## src/rtl/sbb_pkg.sv

```systemverilog
// sbb_pkg: shared types, constants and helpers for the spectrum bin ballistics block.
// No dependencies; used by every module of the block except sbb_fifo.
package sbb_pkg;

  typedef enum logic [2:0] {
    REG_FFT_ORDER     = 3'd0,
    REG_ATTACK_COEFF  = 3'd1,
    REG_RELEASE_COEFF = 3'd2,
    REG_PEAK_DECAY    = 3'd3,
    REG_PEAK_HOLD_EN  = 3'd4,
    REG_MIN_DB        = 3'd5,
    REG_MAX_DB        = 3'd6
  } reg_idx_t;

  localparam logic OP_UPDATE     = 1'b0;
  localparam logic OP_CLEAR_PEAK = 1'b1;

  localparam logic [3:0]         ORDER_LO        = 4'd9;
  localparam logic [3:0]         ORDER_HI        = 4'd14;
  localparam logic signed [15:0] RESET_LEVEL     = -16'sd25600;
  localparam logic [14:0]        LOG_CORR_Q16    = 15'd22713;
  localparam logic signed [19:0] DB_PER_LOG2_Q16 = 20'sd394566;

  typedef struct packed {
    logic [3:0]         fft_order;
    logic [15:0]        attack_coeff;
    logic [15:0]        release_coeff;
    logic [11:0]        peak_decay_step;
    logic               peak_hold_enable;
    logic signed [15:0] min_db;
    logic signed [15:0] max_db;
  } cfg_t;

  typedef struct packed {
    logic               op;
    logic [13:0]        bin;
    logic signed [15:0] raw;
    logic               last;
  } item_t;

  typedef struct packed {
    logic [13:0]        bin;
    logic signed [15:0] raw;
    logic signed [15:0] smooth;
    logic signed [15:0] peak;
    logic               done;
  } result_t;

  function automatic logic signed [15:0] clamp_level(input logic signed [19:0] v,
                                                     input logic signed [15:0] lo,
                                                     input logic signed [15:0] hi);
    logic signed [15:0] r;
    if (v < 20'(lo)) r = lo;
    else if (v > 20'(hi)) r = hi;
    else r = v[15:0];
    return r;
  endfunction

endpackage

```

## src/rtl/sbb_front.sv

```systemverilog
// sbb_front: magnitude to clamped dB level, six-stage pipeline with one stall enable.
// Depends on sbb_pkg (cfg_t, item_t, clamp_level, constants).
module sbb_front
  import sbb_pkg::*;
(
  input  logic        clk,
  input  logic        rst,
  input  cfg_t        cfg,
  input  logic        in_valid,
  input  logic        in_op,
  input  logic [13:0] in_bin,
  input  logic [39:0] in_mag,
  input  logic        in_last,
  output logic        in_ready,
  output logic        out_valid,
  output item_t       out_item,
  input  logic        out_ready
);
  logic adv;
  logic [6:1] v;

  // stage payloads
  logic        s1_op, s2_op, s3_op, s4_op, s5_op, s6_op;
  logic [13:0] s1_bin, s2_bin, s3_bin, s4_bin, s5_bin, s6_bin;
  logic        s1_last, s2_last, s3_last, s4_last, s5_last, s6_last;
  logic        s1_nz, s2_nz, s3_nz, s4_nz, s5_nz;
  logic [39:0] s1_mag;
  logic [2:0]  s1_byte;
  logic [5:0]  s2_e, s3_e;
  logic [15:0] s2_x, s3_x;
  logic [14:0] s3_t;
  logic signed [23:0] s4_l;
  logic signed [43:0] s5_prod;
  logic signed [15:0] s6_raw;

  logic [2:0]  byte_idx;
  logic [7:0]  top_byte;
  logic [2:0]  bit_idx;
  logic [5:0]  e_c;
  logic [39:0] norm;
  logic [32:0] sq;
  logic [29:0] corr;
  logic [3:0]  ordc;
  logic signed [6:0]  ex;
  logic signed [23:0] l_c;
  logic signed [43:0] rnd;
  logic signed [15:0] raw_c;

  assign adv       = !v[6] || out_ready;
  assign in_ready  = adv;
  assign out_valid = v[6];
  assign out_item  = '{op: s6_op, bin: s6_bin, raw: s6_raw, last: s6_last};

  always_comb begin
    byte_idx = '0;
    for (int b = 0; b < 5; b++) begin
      if (|in_mag[8*b +: 8]) byte_idx = 3'(b);
    end
    top_byte = 8'(s1_mag >> {s1_byte, 3'b000});
    bit_idx  = '0;
    for (int j = 0; j < 8; j++) begin
      if (top_byte[j]) bit_idx = 3'(j);
    end
    e_c  = {s1_byte, bit_idx};
    norm = s1_mag << (6'd39 - e_c);
    sq   = {17'd0, s2_x} * ({1'b0, 16'hFFFF} + 17'd1 - {1'b0, s2_x});
    corr = s3_t * LOG_CORR_Q16;
    ordc = (cfg.fft_order < ORDER_LO) ? ORDER_LO :
           (cfg.fft_order > ORDER_HI) ? ORDER_HI : cfg.fft_order;
    ex   = $signed({1'b0, s3_e}) - 7'sd15 - $signed({3'b000, ordc});
    l_c  = {{1{ex[6]}}, ex, 16'd0} + $signed({8'd0, s3_x}) + $signed({10'd0, corr[29:16]});
    rnd  = (s5_prod + 44'sd8388608) >>> 24;
    if (s5_op == OP_CLEAR_PEAK) raw_c = '0;
    else if (!s5_nz) raw_c = clamp_level(20'(cfg.min_db), cfg.min_db, cfg.max_db);
    else raw_c = clamp_level(rnd[19:0], cfg.min_db, cfg.max_db);
  end

  always_ff @(posedge clk) begin
    if (rst) begin
      v <= '0;
    end else if (adv) begin
      v <= {v[5:1], in_valid};
    end
  end

  always_ff @(posedge clk) begin
    if (adv) begin
      s1_op <= in_op;   s1_bin <= in_bin;   s1_last <= in_last;
      s1_mag <= in_mag; s1_byte <= byte_idx; s1_nz <= |in_mag;

      s2_op <= s1_op; s2_bin <= s1_bin; s2_last <= s1_last; s2_nz <= s1_nz;
      s2_e  <= e_c;   s2_x   <= norm[38:23];

      s3_op <= s2_op; s3_bin <= s2_bin; s3_last <= s2_last; s3_nz <= s2_nz;
      s3_e  <= s2_e;  s3_x   <= s2_x;   s3_t    <= sq[30:16];

      s4_op <= s3_op; s4_bin <= s3_bin; s4_last <= s3_last; s4_nz <= s3_nz;
      s4_l  <= l_c;

      s5_op <= s4_op; s5_bin <= s4_bin; s5_last <= s4_last; s5_nz <= s4_nz;
      s5_prod <= s4_l * DB_PER_LOG2_Q16;

      s6_op <= s5_op; s6_bin <= s5_bin; s6_last <= s5_last; s6_raw <= raw_c;
    end
  end

  assert property (@(posedge clk) disable iff (rst) (v[6] && !out_ready) |=> v[6])
    else $error("front dropped a stalled beat");
  assert property (@(posedge clk) disable iff (rst)
    (v[6] && s6_op == OP_CLEAR_PEAK) |-> (s6_raw == 16'sd0))
    else $error("peak clear carries a level");
  assert property (@(posedge clk) disable iff (rst) !adv |=> $stable(v))
    else $error("front moved while stalled");
endmodule

```

## config.mk

```make
export PLATFORM = sky130hd
export DESIGN_NAME = sbb_front
export DESIGN_NICKNAME = d
export VERILOG_FILES = /design/src/rtl/sbb_pkg.sv /design/src/rtl/sbb_front.sv
export SDC_FILE = /design/constraint.sdc
export NUM_CORES = 2
export LEC_CHECK = 0
export ABC_CLOCK_PERIOD_IN_PS = 10000
export BUFFER_PORTS_ARGS = -buffer_cell sky130_fd_sc_hd__buf_2
export CORE_ASPECT_RATIO = 1.75
export CORE_MARGIN = 2
export CORE_UTILIZATION = 35
export DETAILED_ROUTE_END_ITERATION = 8
export SKIP_LAST_GASP = 1
export SLEW_MARGIN = 5
export SYNTH_ARGS = -nofsm -noshare
export SYNTH_HDL_FRONTEND = slang
export SYNTH_SLANG_ARGS = --single-unit
```

## constraint.sdc

```tcl
create_clock -name clk -period 10 [get_ports clk]
set_clock_uncertainty 0.15 [all_clocks]
set_input_delay 0.5 -clock clk [delete_from_list [all_inputs] [get_ports clk]]
set_output_delay 0.5 -clock clk [all_outputs]
set_load 0.005 [all_outputs]
```

==> run_results.csv <==
group,metric,value,unit
status,status,"completed",
detailed_routing,routed_wire_length_per_instance,17.61,um
critical_path,worstPathRequired,10.16,ns
place,routabilityCongestion,0.9412,
detailed_routing,finalWirelength,79920,um
logic_synthesis,synth.most_common_cell,"sky130_fd_sc_hd__inv_1",
logic_synthesis,synth.yosys.seq_area_share,0.2465,
logic_synthesis,synth_top_family_by_area,"adder cells",
logic_synthesis,ys_top_cells_by_area,"sky130_fd_sc_hd__edfxtp_1, sky130_fd_sc_hd__fa_1, sky130_fd_sc_hd__ha_1",
logic_synthesis,yosysTopAreaCellShare,0.2428,
critical_path,worst_ep_arrival_time,8.91,ns
critical_path,crit_path_max_incr_delay,0.69,ns
critical_path,end_kind,"register",
floorplan,ios,175,
sta,final_max_slew_viol_count,0,
global_routing,grt_start_max_net_pins,174,
finish,finish.net_count,4338,
cts,htreeDepth,2,
logic_synthesis,yosys_most_used_dff,"sky130_fd_sc_hd__edfxtp_1",
logic_synthesis,asyncSetResetFlopFracSynth,0,
finish,antenna-diode-count,0,
finish,drive_above_1_share,0.07519,
logic_synthesis,arithmetic_cell_share_of_the_synthesized_area_counting_full_adders_half_adders_and_majority_gates,0.4262,
logic_synthesis,yosys_warnings,0,
cts,clk_pin_slew_worst_paths,0.06,ns
sta,slew_headroom,0.1806,
logic_synthesis,synth_cell_type_count,78,
sta,worst_slack,1.249,ns
logic_synthesis,synth_commonest_cells,"sky130_fd_sc_hd__inv_1, sky130_fd_sc_hd__ha_1, sky130_fd_sc_hd__fa_1",
critical_path,worstPathMaxFanout,5,
sta,worst_slew_pin_tran,1.225,ns
detailed_routing,dr.pass1.iters,5,
sta,rsz_0062_raised_after_global_routing,"no",
finish,fin_cells,4538,
logic_synthesis,synth_simple_gate_area_frac,0.1074,
detailed_routing,detail_route.drc_violations,0,
critical_path,timing.critical_path.slowest_stage_cell,"sky130_fd_sc_hd__a2111oi_0",
detailed_routing,routed-via-count,22330,
global_routing,grt_antenna_before_repair,0,
global_routing,grt_pass1_wl,128100,um
sta,final_hold_violation_count,0,
cts,worstSkewPairLatency,0.56,ns
cts,cts-root-buf,"sky130_fd_sc_hd__clkbuf_16",
logic_synthesis,postSynthAreaPerCell,10.43,um2
logic_synthesis,synth-xor-area-share,0.03004,
floorplan,dieHeight,408.1,um
run,maxCapViolations,0,
global_routing,grt.overflow.total,0,
logic_synthesis,netlist.top_cell.by_area,"sky130_fd_sc_hd__edfxtp_1",
floorplan,initial_core_util,0.3520,
place,place_hpwl,64270,um
place,place_worst_setup_slack,1.181,ns
critical_path,timing.critical_path.mode_cell,"sky130_fd_sc_hd__a21o_1",
cts,number_of_clock_sinks_seen_by_cts,270,
logic_synthesis,synth-compound-area-share,0.07407,
sta,final.setup.tns,0,ns
floorplan,chipWidth,234.9,um
cts,tritoncts.num_buffers,34,
global_routing,gr-usage-all-layers,0.1694,
critical_path,timing.critical_path.from_type,"register",
detailed_routing,routed_vias_inst,4.921,
cts,cts.repair.resized,0,
logic_synthesis,syn_area,0.03265,mm2
global_routing,vias_in_the_first_global_route,24510,
floorplan,num_rows,148,
cts,cts_max_path_buffers,3,
cts,tritoncts,"done",
sta,final_period_minus_worst_setup_slack,8.751,ns
place,numPlacedInstances,4420,
sta,finalSetupViolCount,0,
worst_hold_path,worstHoldPathType,"in2reg",
logic_synthesis,edff_count_synth,264,
place,io_buffer_count,129,
floorplan,fp.dieArea,0.09585,mm2
sta,min_period_over_period,0.8751,
floorplan,core_region_area,0.09277,mm2
finish,postLayoutCoreUtil,0.3931,
logic_synthesis,post_synth_mux_area_share,0.02740,
detailed_routing,drt_first_iter_violations,880,
detailed_routing,antenna_left,0,
logic_synthesis,count_of_mapped_cells_out_of_synthesis,3130,
sta,fmax,0.1143,GHz
finish,flow.area_growth_from_synthesis,11.68,%
cts,post_cts_buffers,0,
logic_synthesis,synth.ff_latch_count,270,
critical_path,critPathKind,"reg2reg",
## layer usage
metal,GRT usage,wire (um)
met5,0,0
met2,0.3443,45510
met4,0.08948,4625
met3,0.01562,1986
met1,0.1647,27800
## through the flow
step                hold slack [ns]  instance area [um2]
detailed placement           0.2545                34770
global placement             0.2504                34770
finish                      0.04407                36470
floorplan                    0.2503                32700
global route                0.04065                36470
CTS                         0.01607                36470
## final cells by class
class | instances | area [um2]
fillers | 9093 | 56310
multi-input cells | 2117 | 21770
flip-flops and latches | 270 | 8048
inverters | 668 | 2517
well taps | 1200 | 1501
repair buffers | 222 | 1499
clock buffers | 44 | 909.6
clock inverters | 17 | 219.0
## worst paths after layout
kind	cells after the start	slack, ns	endpoint	from
max	31	1.25	s4_l[21]	s3_t[7]
min	3	0.04	v[1]	in_valid
max reg2reg	31	1.25	s4_l[21]	s3_t[7]
min reg2reg	0	0.26	s4_bin[1]	s3_bin[1]
## state kept, by name (all words and copies together), names as in the netlist, 15 cells and up
register and flops:
s1_mag 40, s2_x 16, s3_t 15, s3_x 16, s4_l 24, s5_prod 21
s6_raw 16
## logic make-up (layout without fill, tap and decap cells)
family | Yosys count | after routing
compound gates | 352 | 352
xor+xnor | 112 | 112
fa+ha+maj | 885 | 885
buf+inv | 755 | 951
flops | 270 | 270
mux | 85 | 85
other cells | 2 | 14
simple gates | 669 | 669
## timing repair
action / in CTS / in global routing
hold buffers: 57 / 0
endpoints found under the setup margin: 0 / 0
endpoints found under the hold margin: 61 / 0
## cell usage in the layout (no fill, tap or decap), types with 9 or more instances in the layout
master and count:
sky130_fd_sc_hd__a31oi_1 10, sky130_fd_sc_hd__nand4_1 15, sky130_fd_sc_hd__conb_1 14, sky130_fd_sc_hd__o21ai_0 54
sky130_fd_sc_hd__clkbuf_16 35, sky130_fd_sc_hd__nor4_1 14, sky130_fd_sc_hd__clkbuf_1 9, sky130_fd_sc_hd__nand2b_1 128
sky130_fd_sc_hd__o211ai_1 25, sky130_fd_sc_hd__nor3_1 26, sky130_fd_sc_hd__mux2i_1 62, sky130_fd_sc_hd__edfxtp_1 264
sky130_fd_sc_hd__mux2_2 20, sky130_fd_sc_hd__and3_1 19, sky130_fd_sc_hd__o21a_1 16, sky130_fd_sc_hd__a21o_1 42
sky130_fd_sc_hd__nand3_1 43, sky130_fd_sc_hd__xnor2_1 78, sky130_fd_sc_hd__xor2_1 34, sky130_fd_sc_hd__ha_1 505
sky130_fd_sc_hd__a2111oi_0 21, sky130_fd_sc_hd__buf_4 35, sky130_fd_sc_hd__inv_1 663, sky130_fd_sc_hd__fa_1 379
sky130_fd_sc_hd__nand2_1 127, sky130_fd_sc_hd__a21oi_1 85, sky130_fd_sc_hd__and2_1 33, sky130_fd_sc_hd__buf_2 129
sky130_fd_sc_hd__nor2b_1 107, sky130_fd_sc_hd__or3_1 11, sky130_fd_sc_hd__a22oi_1 10, sky130_fd_sc_hd__nor2_1 122
sky130_fd_sc_hd__a221o_1 14, sky130_fd_sc_hd__dlygate4sd3_1 57
## critical path, delay by kind of cell, from the launching register on
kind,cells,cell delay (ns)
flops,1,0.56
compound gates,10,3.03
fa+ha+maj,8,3.15
buf+inv,6,0.76
simple gates,7,0.83
Power is not shown: default switching activity piles up to over one toggle a cycle in this logic, so the estimate is an artifact.
