[config.mk]
export PLATFORM = sky130hd
export DESIGN_NAME = sbb_fifo
export DESIGN_NICKNAME = d
export VERILOG_FILES = /design/src/rtl/sbb_fifo.sv
export SDC_FILE = /design/constraint.sdc
export NUM_CORES = 1
export LEC_CHECK = 0
export BUFFER_PORTS_ARGS = -buffer_cell sky130_fd_sc_hd__buf_2
export CORE_MARGIN = 2
export CORE_UTILIZATION = 45
export DETAILED_ROUTE_END_ITERATION = 12
export PLACE_DENSITY_LB_ADDON = 0.15
export SLEW_MARGIN = 30
export SYNTH_ARGS = -nofsm -noshare
export SYNTH_HDL_FRONTEND = slang
export SYNTH_SLANG_ARGS = --single-unit
[constraint.sdc]
create_clock -name clk -period 6.3 [get_ports clk]
set_clock_uncertainty 0.15 [all_clocks]
set_input_delay 0.315 -clock clk [delete_from_list [all_inputs] [get_ports clk]]
set_output_delay 0.315 -clock clk [all_outputs]
set_load 0.005 [all_outputs]
[src/rtl/sbb_fifo.sv]
// sbb_fifo: small register queue, push/full and pop/empty.
// No package dependency; used between front and back and at the result side.
module sbb_fifo #(
  parameter int W     = 32,
  parameter int DEPTH = 4
) (
  input  logic         clk,
  input  logic         rst,
  input  logic         push,
  input  logic [W-1:0] wdata,
  output logic         full,
  input  logic         pop,
  output logic [W-1:0] rdata,
  output logic         empty
);
  localparam int AW = (DEPTH > 1) ? $clog2(DEPTH) : 1;

  logic [W-1:0] mem [DEPTH];
  logic [AW-1:0] wr_ptr, rd_ptr;
  logic [AW:0]   count;
  logic          do_push, do_pop;

  assign full    = (count == (AW+1)'(DEPTH));
  assign empty   = (count == '0);
  assign do_push = push && !full;
  assign do_pop  = pop && !empty;
  assign rdata   = mem[rd_ptr];

  always_ff @(posedge clk) begin
    if (do_push) mem[wr_ptr] <= wdata;
  end

  always_ff @(posedge clk) begin
    if (rst) begin
      wr_ptr <= '0;
      rd_ptr <= '0;
      count  <= '0;
    end else begin
      if (do_push) wr_ptr <= (wr_ptr == AW'(DEPTH-1)) ? '0 : wr_ptr + 1'b1;
      if (do_pop)  rd_ptr <= (rd_ptr == AW'(DEPTH-1)) ? '0 : rd_ptr + 1'b1;
      case ({do_push, do_pop})
        2'b10:   count <= count + 1'b1;
        2'b01:   count <= count - 1'b1;
        default: count <= count;
      endcase
    end
  end

  assert property (@(posedge clk) disable iff (rst) count <= (AW+1)'(DEPTH))
    else $error("fifo count overflow");
  assert property (@(posedge clk) disable iff (rst)
    (do_push && !do_pop) |=> !empty)
    else $error("fifo lost a beat");
  assert property (@(posedge clk) disable iff (rst)
    (empty && !push) |=> empty)
    else $error("fifo invented a beat");
endmodule

==> metrics.md, run 1 <==
| Metric | Value |
|---|---|
| Status | complete, no violations |
| Core footprint | approximately 11,000 um^2 |
| DPL Wire Length | ~4700 um |
| GRT Util Overall | 0.153 |
| Net Sw Frac | 0.228 |
| I/O pins | 70 |
| Flop pwr share | 0.431 |
| CTS tree | done |
| Final setup fails | 0 |
| Post-synthesis sequential area ratio | 0.789 |
| Post-CTS Resized | 0 |
| Worst vdd ir | 0.196 mV |
| Hold WS | 0.0452 ns |
| First-pass DRT Iterations | 4 |
| Residual DRC | 0 |
| DR WL/cell | ~18 um |
| Synth top area cells | edfxtp_1 (75%), mux4_2 (14%), dfxtp_1 (3.5%), ha_1 (1.5%), inv_1 (0.59%) |
| Clock power share | 0.402 |
| Required time of the critical path | approximately 6.5 ns |
| Actual slew at the worst max-slew pin | approximately 0.89 ns |
| Hold-fix buffers, CTS | 32 |
| H-tree levels | 4 |
| Routed WL | 8550 um |
| DR iter-0 viols | 138 |
| Port buffer count | roughly 70 |
| Largest net degree at the start of global routing | 33 |
| Root Driver | clkbuf_16 |
| GR Overflow Total | 0 |
| Category of the worst setup path launch point | flop |
| Most common cell in the netlist | edfxtp_1 |
| Fin Setup TNS | 0 ns |
| HP Class | primary input to flop |
| Worst path arrival time | approximately 2.8 ns |
| Crit end category | flop |
| Comb pwr share | 0.167 |
| Seq cells post-synth | between 100 and 150 |
| Endpoints failing hold | 0 |
| Post-CTS setup buffers | 0 |
| Clock sinks | 137 |
| Chip width | 110 um |
| Nets | approximately 380 |
| Asr flop ratio synth | 0 |
| # diodes | 0 |
| Maximum operating frequency | between 300 and 400 MHz |
| Psw | 604 uW |
| Clock latency on the worst-skew pair | 0.40 ns |
| Synth cell count leaders | edfxtp_1 (128), mux4_2 (32), dfxtp_1 (9) |
| Share of layout cells above drive strength 1 | 0.408 |
| Die Ht | ~110 um |
| Period utilisation layout | 0.422 |
| Yosys warnings | 0 |
| RSZ-0062 raised after global routing | false |
| Worst Path Max Fanout | 9 |
| Most used flip-flop cell after synthesis | edfxtp_1 |
| Rel. slew slack | 0.405 |
| Post-synth EDFFs | 128 |
| Maximum root-to-sink buffer count | 2 |
| Cell area power density | just over 400 nW/um^2 |
| Tmin final | approximately 2.7 ns |
| Max cap viols | 0 |
| Mapped Nets | 264 |
| Initial core utilization | 0.467 |
| Leading area contributor after synthesis | edfxtp_1 |
| Post-route ant nets | 0 |
| Worst-path clk slew | 0.06 ns |
| Setup CP Type | flop to flop |
| Avg Vias per Cell | about 5 |
| Cells after Synth | 221 |
| Gpl congestion | around 0.71 |
| Slew Limit Fails | 0 |
| Vias | approximately 2,400 |
| Avg Cell Area, Syn | approximately 23 um^2 |
| Share of the synthesized area in the top cell type | 0.753 |
| Global-route wire length before repair | 13,900 um |
| Antenna violations before repair | 0 |
| DIE AREA | roughly 12,000 um^2 |
| Num rows | 38 |
| Synthesis-to-finish area growth | 28.3% |
| Leakage power | ~2.3 nW |
| Mapped Area | between 5000 and 6000 um^2 |
| Post-synth cell types | 28 |
| Vias in the first global route | roughly 2,600 |
| Num CTS Buffers | 17 |
| Cell-internal power | about 2.0 mW |
==> registers in the layout, summed over array words and instances (netlist names), named ones only <==
register / cells
wr_ptr: 2
mem: 128
rd_ptr: 2
count: 3
==> layout by cell type, fill, tap and decap left out, drive strengths merged <==
master	Yosys	final
a21o	1	1
a21oi	4	4
and2	1	1
and3	4	4
buf	8	70
bufinv	0	5
clkbuf	1	20
clkinv	0	3
clkinvlp	0	4
dfxtp	9	9
dlygate4sd3	0	32
edfxtp	128	128
fa	1	1
ha	6	6
inv	8	8
mux2i	1	1
mux4	32	32
nand2	1	1
nand3	2	2
nor2	4	4
nor3	2	2
o21ai	1	1
o31ai	2	2
or3	2	2
or3b	1	1
xor2	2	2
==> path summary, 6_finish.rpt <==
| check | slack (ns) | cells after the start | endpoint | start |
|---|---|---|---|---|
| hold / removal | 0.05 | 2 | wr_ptr[1] | rst |
| setup reg to reg | 3.64 | 9 | count[2] | count[2] |
| setup / recovery | 3.64 | 9 | count[2] | count[2] |
| hold reg to reg | 0.35 | 2 | flop | rd_ptr[0] |
==> metal layers <==
layer | vias up | wire, um | track usage
met5 | - | 0 | 0
met4 | 0 | 92 | 0.0625
met3 | 9 | 341 | 0.0445
met2 | 56 | 4280 | 0.236
met1 | 1220 | 3840 | 0.205
li1 | 1141 | - | -
==> power by group through the flow <==
stage / Combinational (mW) / Clock [mW] / Sequential [mW]
global placement: 0.436 / 0 / 1.16
global route: 0.494 / 1.13 / 1.15
finish: 0.443 / 1.06 / 1.14
floorplan: 0.306 / 0 / 1.13
CTS: 0.459 / 1.08 / 1.15
detailed placement: 0.440 / 0 / 1.16
==> stage by stage <==
step | utilization | instances | setup slack [ns] | total power, mW | area [um^2]
floorplan | - | 221 | 3.80 | 1.44 | 5100
global placement | 0.510 | 422 | 3.71 | 1.59 | 5580
detailed placement | 0.510 | 422 | 3.65 | 1.60 | 5580
CTS | 0.599 | 486 | 3.62 | 2.69 | 6550
global route | 0.599 | 486 | 3.52 | 2.78 | 6550
finish | 0.599 | 486 | 3.64 | 2.65 | 6550
==> critical path, stage by stage (launching register included) <==
cell	delay, ns
dfxtp_1	0.38
or3b_1	0.49
and2_4	0.21
inv_1	0.05
ha_1	0.17
inv_1	0.06
fa_1	0.37
xor2_1	0.16
or3_2	0.41
a21oi_1	0.15
==> layout make-up <==
cell class / count / area, um^2
clock buffer: 20 / 447
clock inverter: 12 / 199
fill: 822 / 4390
inverter: 8 / 30.0
multi-input combinational: 67 / 996
sequential: 137 / 4030
tap: 140 / 175
timing repair buffer: 102 / 673
==> cell families after synthesis <==
kind of cell    count (synthesis)  share of synthesized area
mux                            33                      0.143
fa+ha+maj                       7                     0.0186
xor+xnor                        2                    0.00343
buf+inv                        17                     0.0164
flops                         137                      0.789
compound gates                  8                     0.0103
simple gates                   17                     0.0194
Note: power is estimated with default switching activity, not from simulation.
==> inputs of run 2 (changes only) <==
==> constraint.sdc (replaced) <==
create_clock -name clk -period 2.5 [get_ports clk]
set_clock_uncertainty 0.15 [all_clocks]
set_input_delay 0.125 -clock clk [delete_from_list [all_inputs] [get_ports clk]]
set_output_delay 0.125 -clock clk [all_outputs]
set_load 0.005 [all_outputs]
==> metrics.md, run 2 (synthesis gave the netlist of run 1 again) <==
| Metric | Value |
|---|---|
| Antenna violations before repair | 0 (unchanged) |
| Share of layout cells above drive strength 1 | 0.428 (+0.0207) |
| Initial core utilization | 0.467 (unchanged) |
| First-pass DRT Iterations | 4 (unchanged) |
| Cell-internal power | 5.09 mW (+150%) |
| Top flop regs | mem x128, count x3 |
| Status | complete, no violations |
| Comb pwr share | 0.189 (+0.022) |
| DPL Wire Length | 4870 um (+3.4%) |
| Vias | 2,507 (+3.3%) |
| Die Ht | 110 um (unchanged) |
| Worst path arrival time | 2.61 ns (-0.23 ns) |
| Worst r2r dst | count[2] |
| Placed Area | 5650 um^2 (+1.3%) |
| DIE AREA | 12,200 um^2 (unchanged) |
| Final setup fails | 0 (unchanged) |
| Dpl ws | 0.0184 ns (-3.63 ns) |
| Clock power share | 0.384 (-0.018) |
| # diodes | 0 (unchanged) |
| CTS tree | done |
| Root Driver | clkbuf_16 |
| Final instance area | 6620 um^2 (+1.1%) |
| Required time of the critical path | 2.69 ns (-3.79 ns) |
| Avg Vias per Cell | 5.06 (+1.5%) |
| GR Overflow Total | 0 (unchanged) |
| Nets | 385 (+2.4%) |
| Leakage power | 2.33 nW (+1.7%) |
| Gpl congestion | 0.693 (-2.1%) |
| Inst Count DP | 428 (+1.4%) |
| Global-route wire length before repair | 14,100 um (+1.5%) |
| I/O pins | 70 (unchanged) |
| Residual DRC | 0 (unchanged) |
| Cell area power density | 1000 nW/um^2 (+150%) |
| Rel. slew slack | 0.414 (+0.00947) |
| Worst reg-to-reg path cell count | 9 (unchanged) |
| Post-route setup slack | 0.0814 ns (-3.56 ns) |
| Worst vdd ir | 0.443 mV (+130%) |
| Synthesis-to-finish area growth | 29.8% |
| Num CTS Buffers | 17 (unchanged) |
| Reg with most FFs | mem |
| DR WL/cell | 17.4 um (-1.4%) |
| Worst-path clk slew | 0.05 ns (about the same) |
| HP Class | primary input to flop |
| Hold depth | 5 (+3) |
| Endpoints failing hold | 0 (unchanged) |
| Number of flip-flops in the largest register | 128 (unchanged) |
| Vias in the first global route | 2,715 (+5.1%) |
| Category of the worst setup path launch point | flop |
| H-tree levels | 4 (unchanged) |
| Actual slew at the worst max-slew pin | 0.879 ns (-0.0142 ns) |
| Setup CP Type | flop to flop |
| Clock sinks | 137 (unchanged) |
| Psw | 1.54 mW (+150%) |
| Num rows | 38 (unchanged) |
| R2R Setup Slk | 0.08 ns (-3.56 ns) |
| Maximum root-to-sink buffer count | 2 (unchanged) |
| Worst Path Max Fanout | 2 (-7) |
| Port buffer count | 69 (unchanged) |
| Total power | 6.62 mW (+150%) |
| Crit end category | flop |
| Most frequent cells in the layout | edfxtp_1 (128), buf_2 (69), dlygate4sd3_1 (35) |
| Flop pwr share | 0.427 (-0.004) |
| DR iter-0 viols | 109 (-21%) |
| Largest net degree at the start of global routing | 33 (unchanged) |
| Max cap viols | 0 (unchanged) |
| Hold_sp | pop |
| Clock latency on the worst-skew pair | 0.41 ns (about the same) |
| Chip width | 110 um (unchanged) |
| Net Sw Frac | 0.232 (+0.00422) |
| Core Util, Final | 0.605 (+0.00687) |
| Hold WS | 0.0293 ns (-0.0159 ns) |
| Period utilisation layout | 0.967 (+0.545) |
| Fin Setup TNS | 0 ns (unchanged) |
| Commonest non-fill, non-tap cell in the layout | edfxtp_1 |
| RSZ-0062 raised after global routing | false |
| Reg2Reg Launch Point | count[1] |
| Fill cell count | 813 (-1.1%) |
| Core footprint | 10,900 um^2 (unchanged) |
| Post-CTS setup buffers | 0 (unchanged) |
| Slew Limit Fails | 0 (unchanged) |
| Routed WL | 8590 um (+0.46%) |
| Final Non-Filler Cells | 495 (+1.9%) |
| GRT Util Overall | 0.154 (+0.00128) |
| Tmin final | 2.42 ns (-0.240 ns) |
| Post-route ant nets | 0 (unchanged) |
| Maximum operating frequency | 413 MHz (+9.9%) |
-- run 2: cell types whose count changed in the layout (fill, tap and decap cells not counted), moves of 2 or more --
| cell | previous run | this run |
|---|---|---|
| clkinv_2 | 2 | 5 |
| clkbuf_1 | 2 | 0 |
| buf_12 | 0 | 2 |
| buf_4 | 1 | 5 |
| clkinv_1 | 0 | 2 |
| dlygate4sd3_1 | 32 | 35 |
-- run 2: power by group through the flow --
stage	Clock (mW)	Sequential [mW]	Combinational (mW)
floorplan	0	2.86	0.770
global placement	0	2.86	1.22
detailed placement	0	2.88	1.24
CTS	2.57	2.83	1.28
global route	2.68	2.85	1.39
finish	2.54	2.83	1.25
-- run 2: repair_timing --
item                       CTS  global route
hold buffers                35             0
hold endpoints to repair   137             0
setup endpoints to repair    0             1
resized for setup            0             5
-- run 2: worst max-delay path, cell delays in order (launching register included) --
cell and delay (ns):
dfxtp_1 0.31, or3b_4 0.39, and2_4 0.17, inv_1 0.06
ha_2 0.18, inv_1 0.05, fa_2 0.33, xor2_1 0.15
or3_2 0.43, a21oi_2 0.14
-- run 2: cell type report --
type | instances | area, um^2 | share of cell area
Multi-Input combinational cell | 67 | 1010 | 0.152
Tap cell | 140 | 175 | 0.0265
Inverter | 8 | 30.0 | 0.00454
Clock buffer | 17 | 425 | 0.0642
Clock inverter | 15 | 183 | 0.0276
Sequential cell | 137 | 4030 | 0.608
Timing Repair Buffer | 111 | 773 | 0.117
-- run 2: worst max-delay path by stage --
stage,startpoint,to,slack (ns),cells after the start
2_1_floorplan,count[2],count[2],0.0002,10
6_report,count[1],count[2],0.08,9
3_5_place_dp,count[1],count[2],0.02,9
3_3_place_gp,count[1],count[2],0.09,9
4_1_cts,count[1],count[2],0.004,9
5_1_grt,count[1],count[2],0.004,9
-- run 2: routing by layer --
| layer | wire length (um) | part of all wire | GRT usage | vias to the layer above |
|---|---|---|---|---|
| met5 | 0 | 0 | 0 | - |
| met4 | 168 | 0.020 | 0.0750 | 0 |
| met3 | 353 | 0.041 | 0.0417 | 13 |
| met2 | 4360 | 0.51 | 0.250 | 67 |
| met1 | 3710 | 0.43 | 0.192 | 1264 |
| li1 | - | - | - | 1163 |
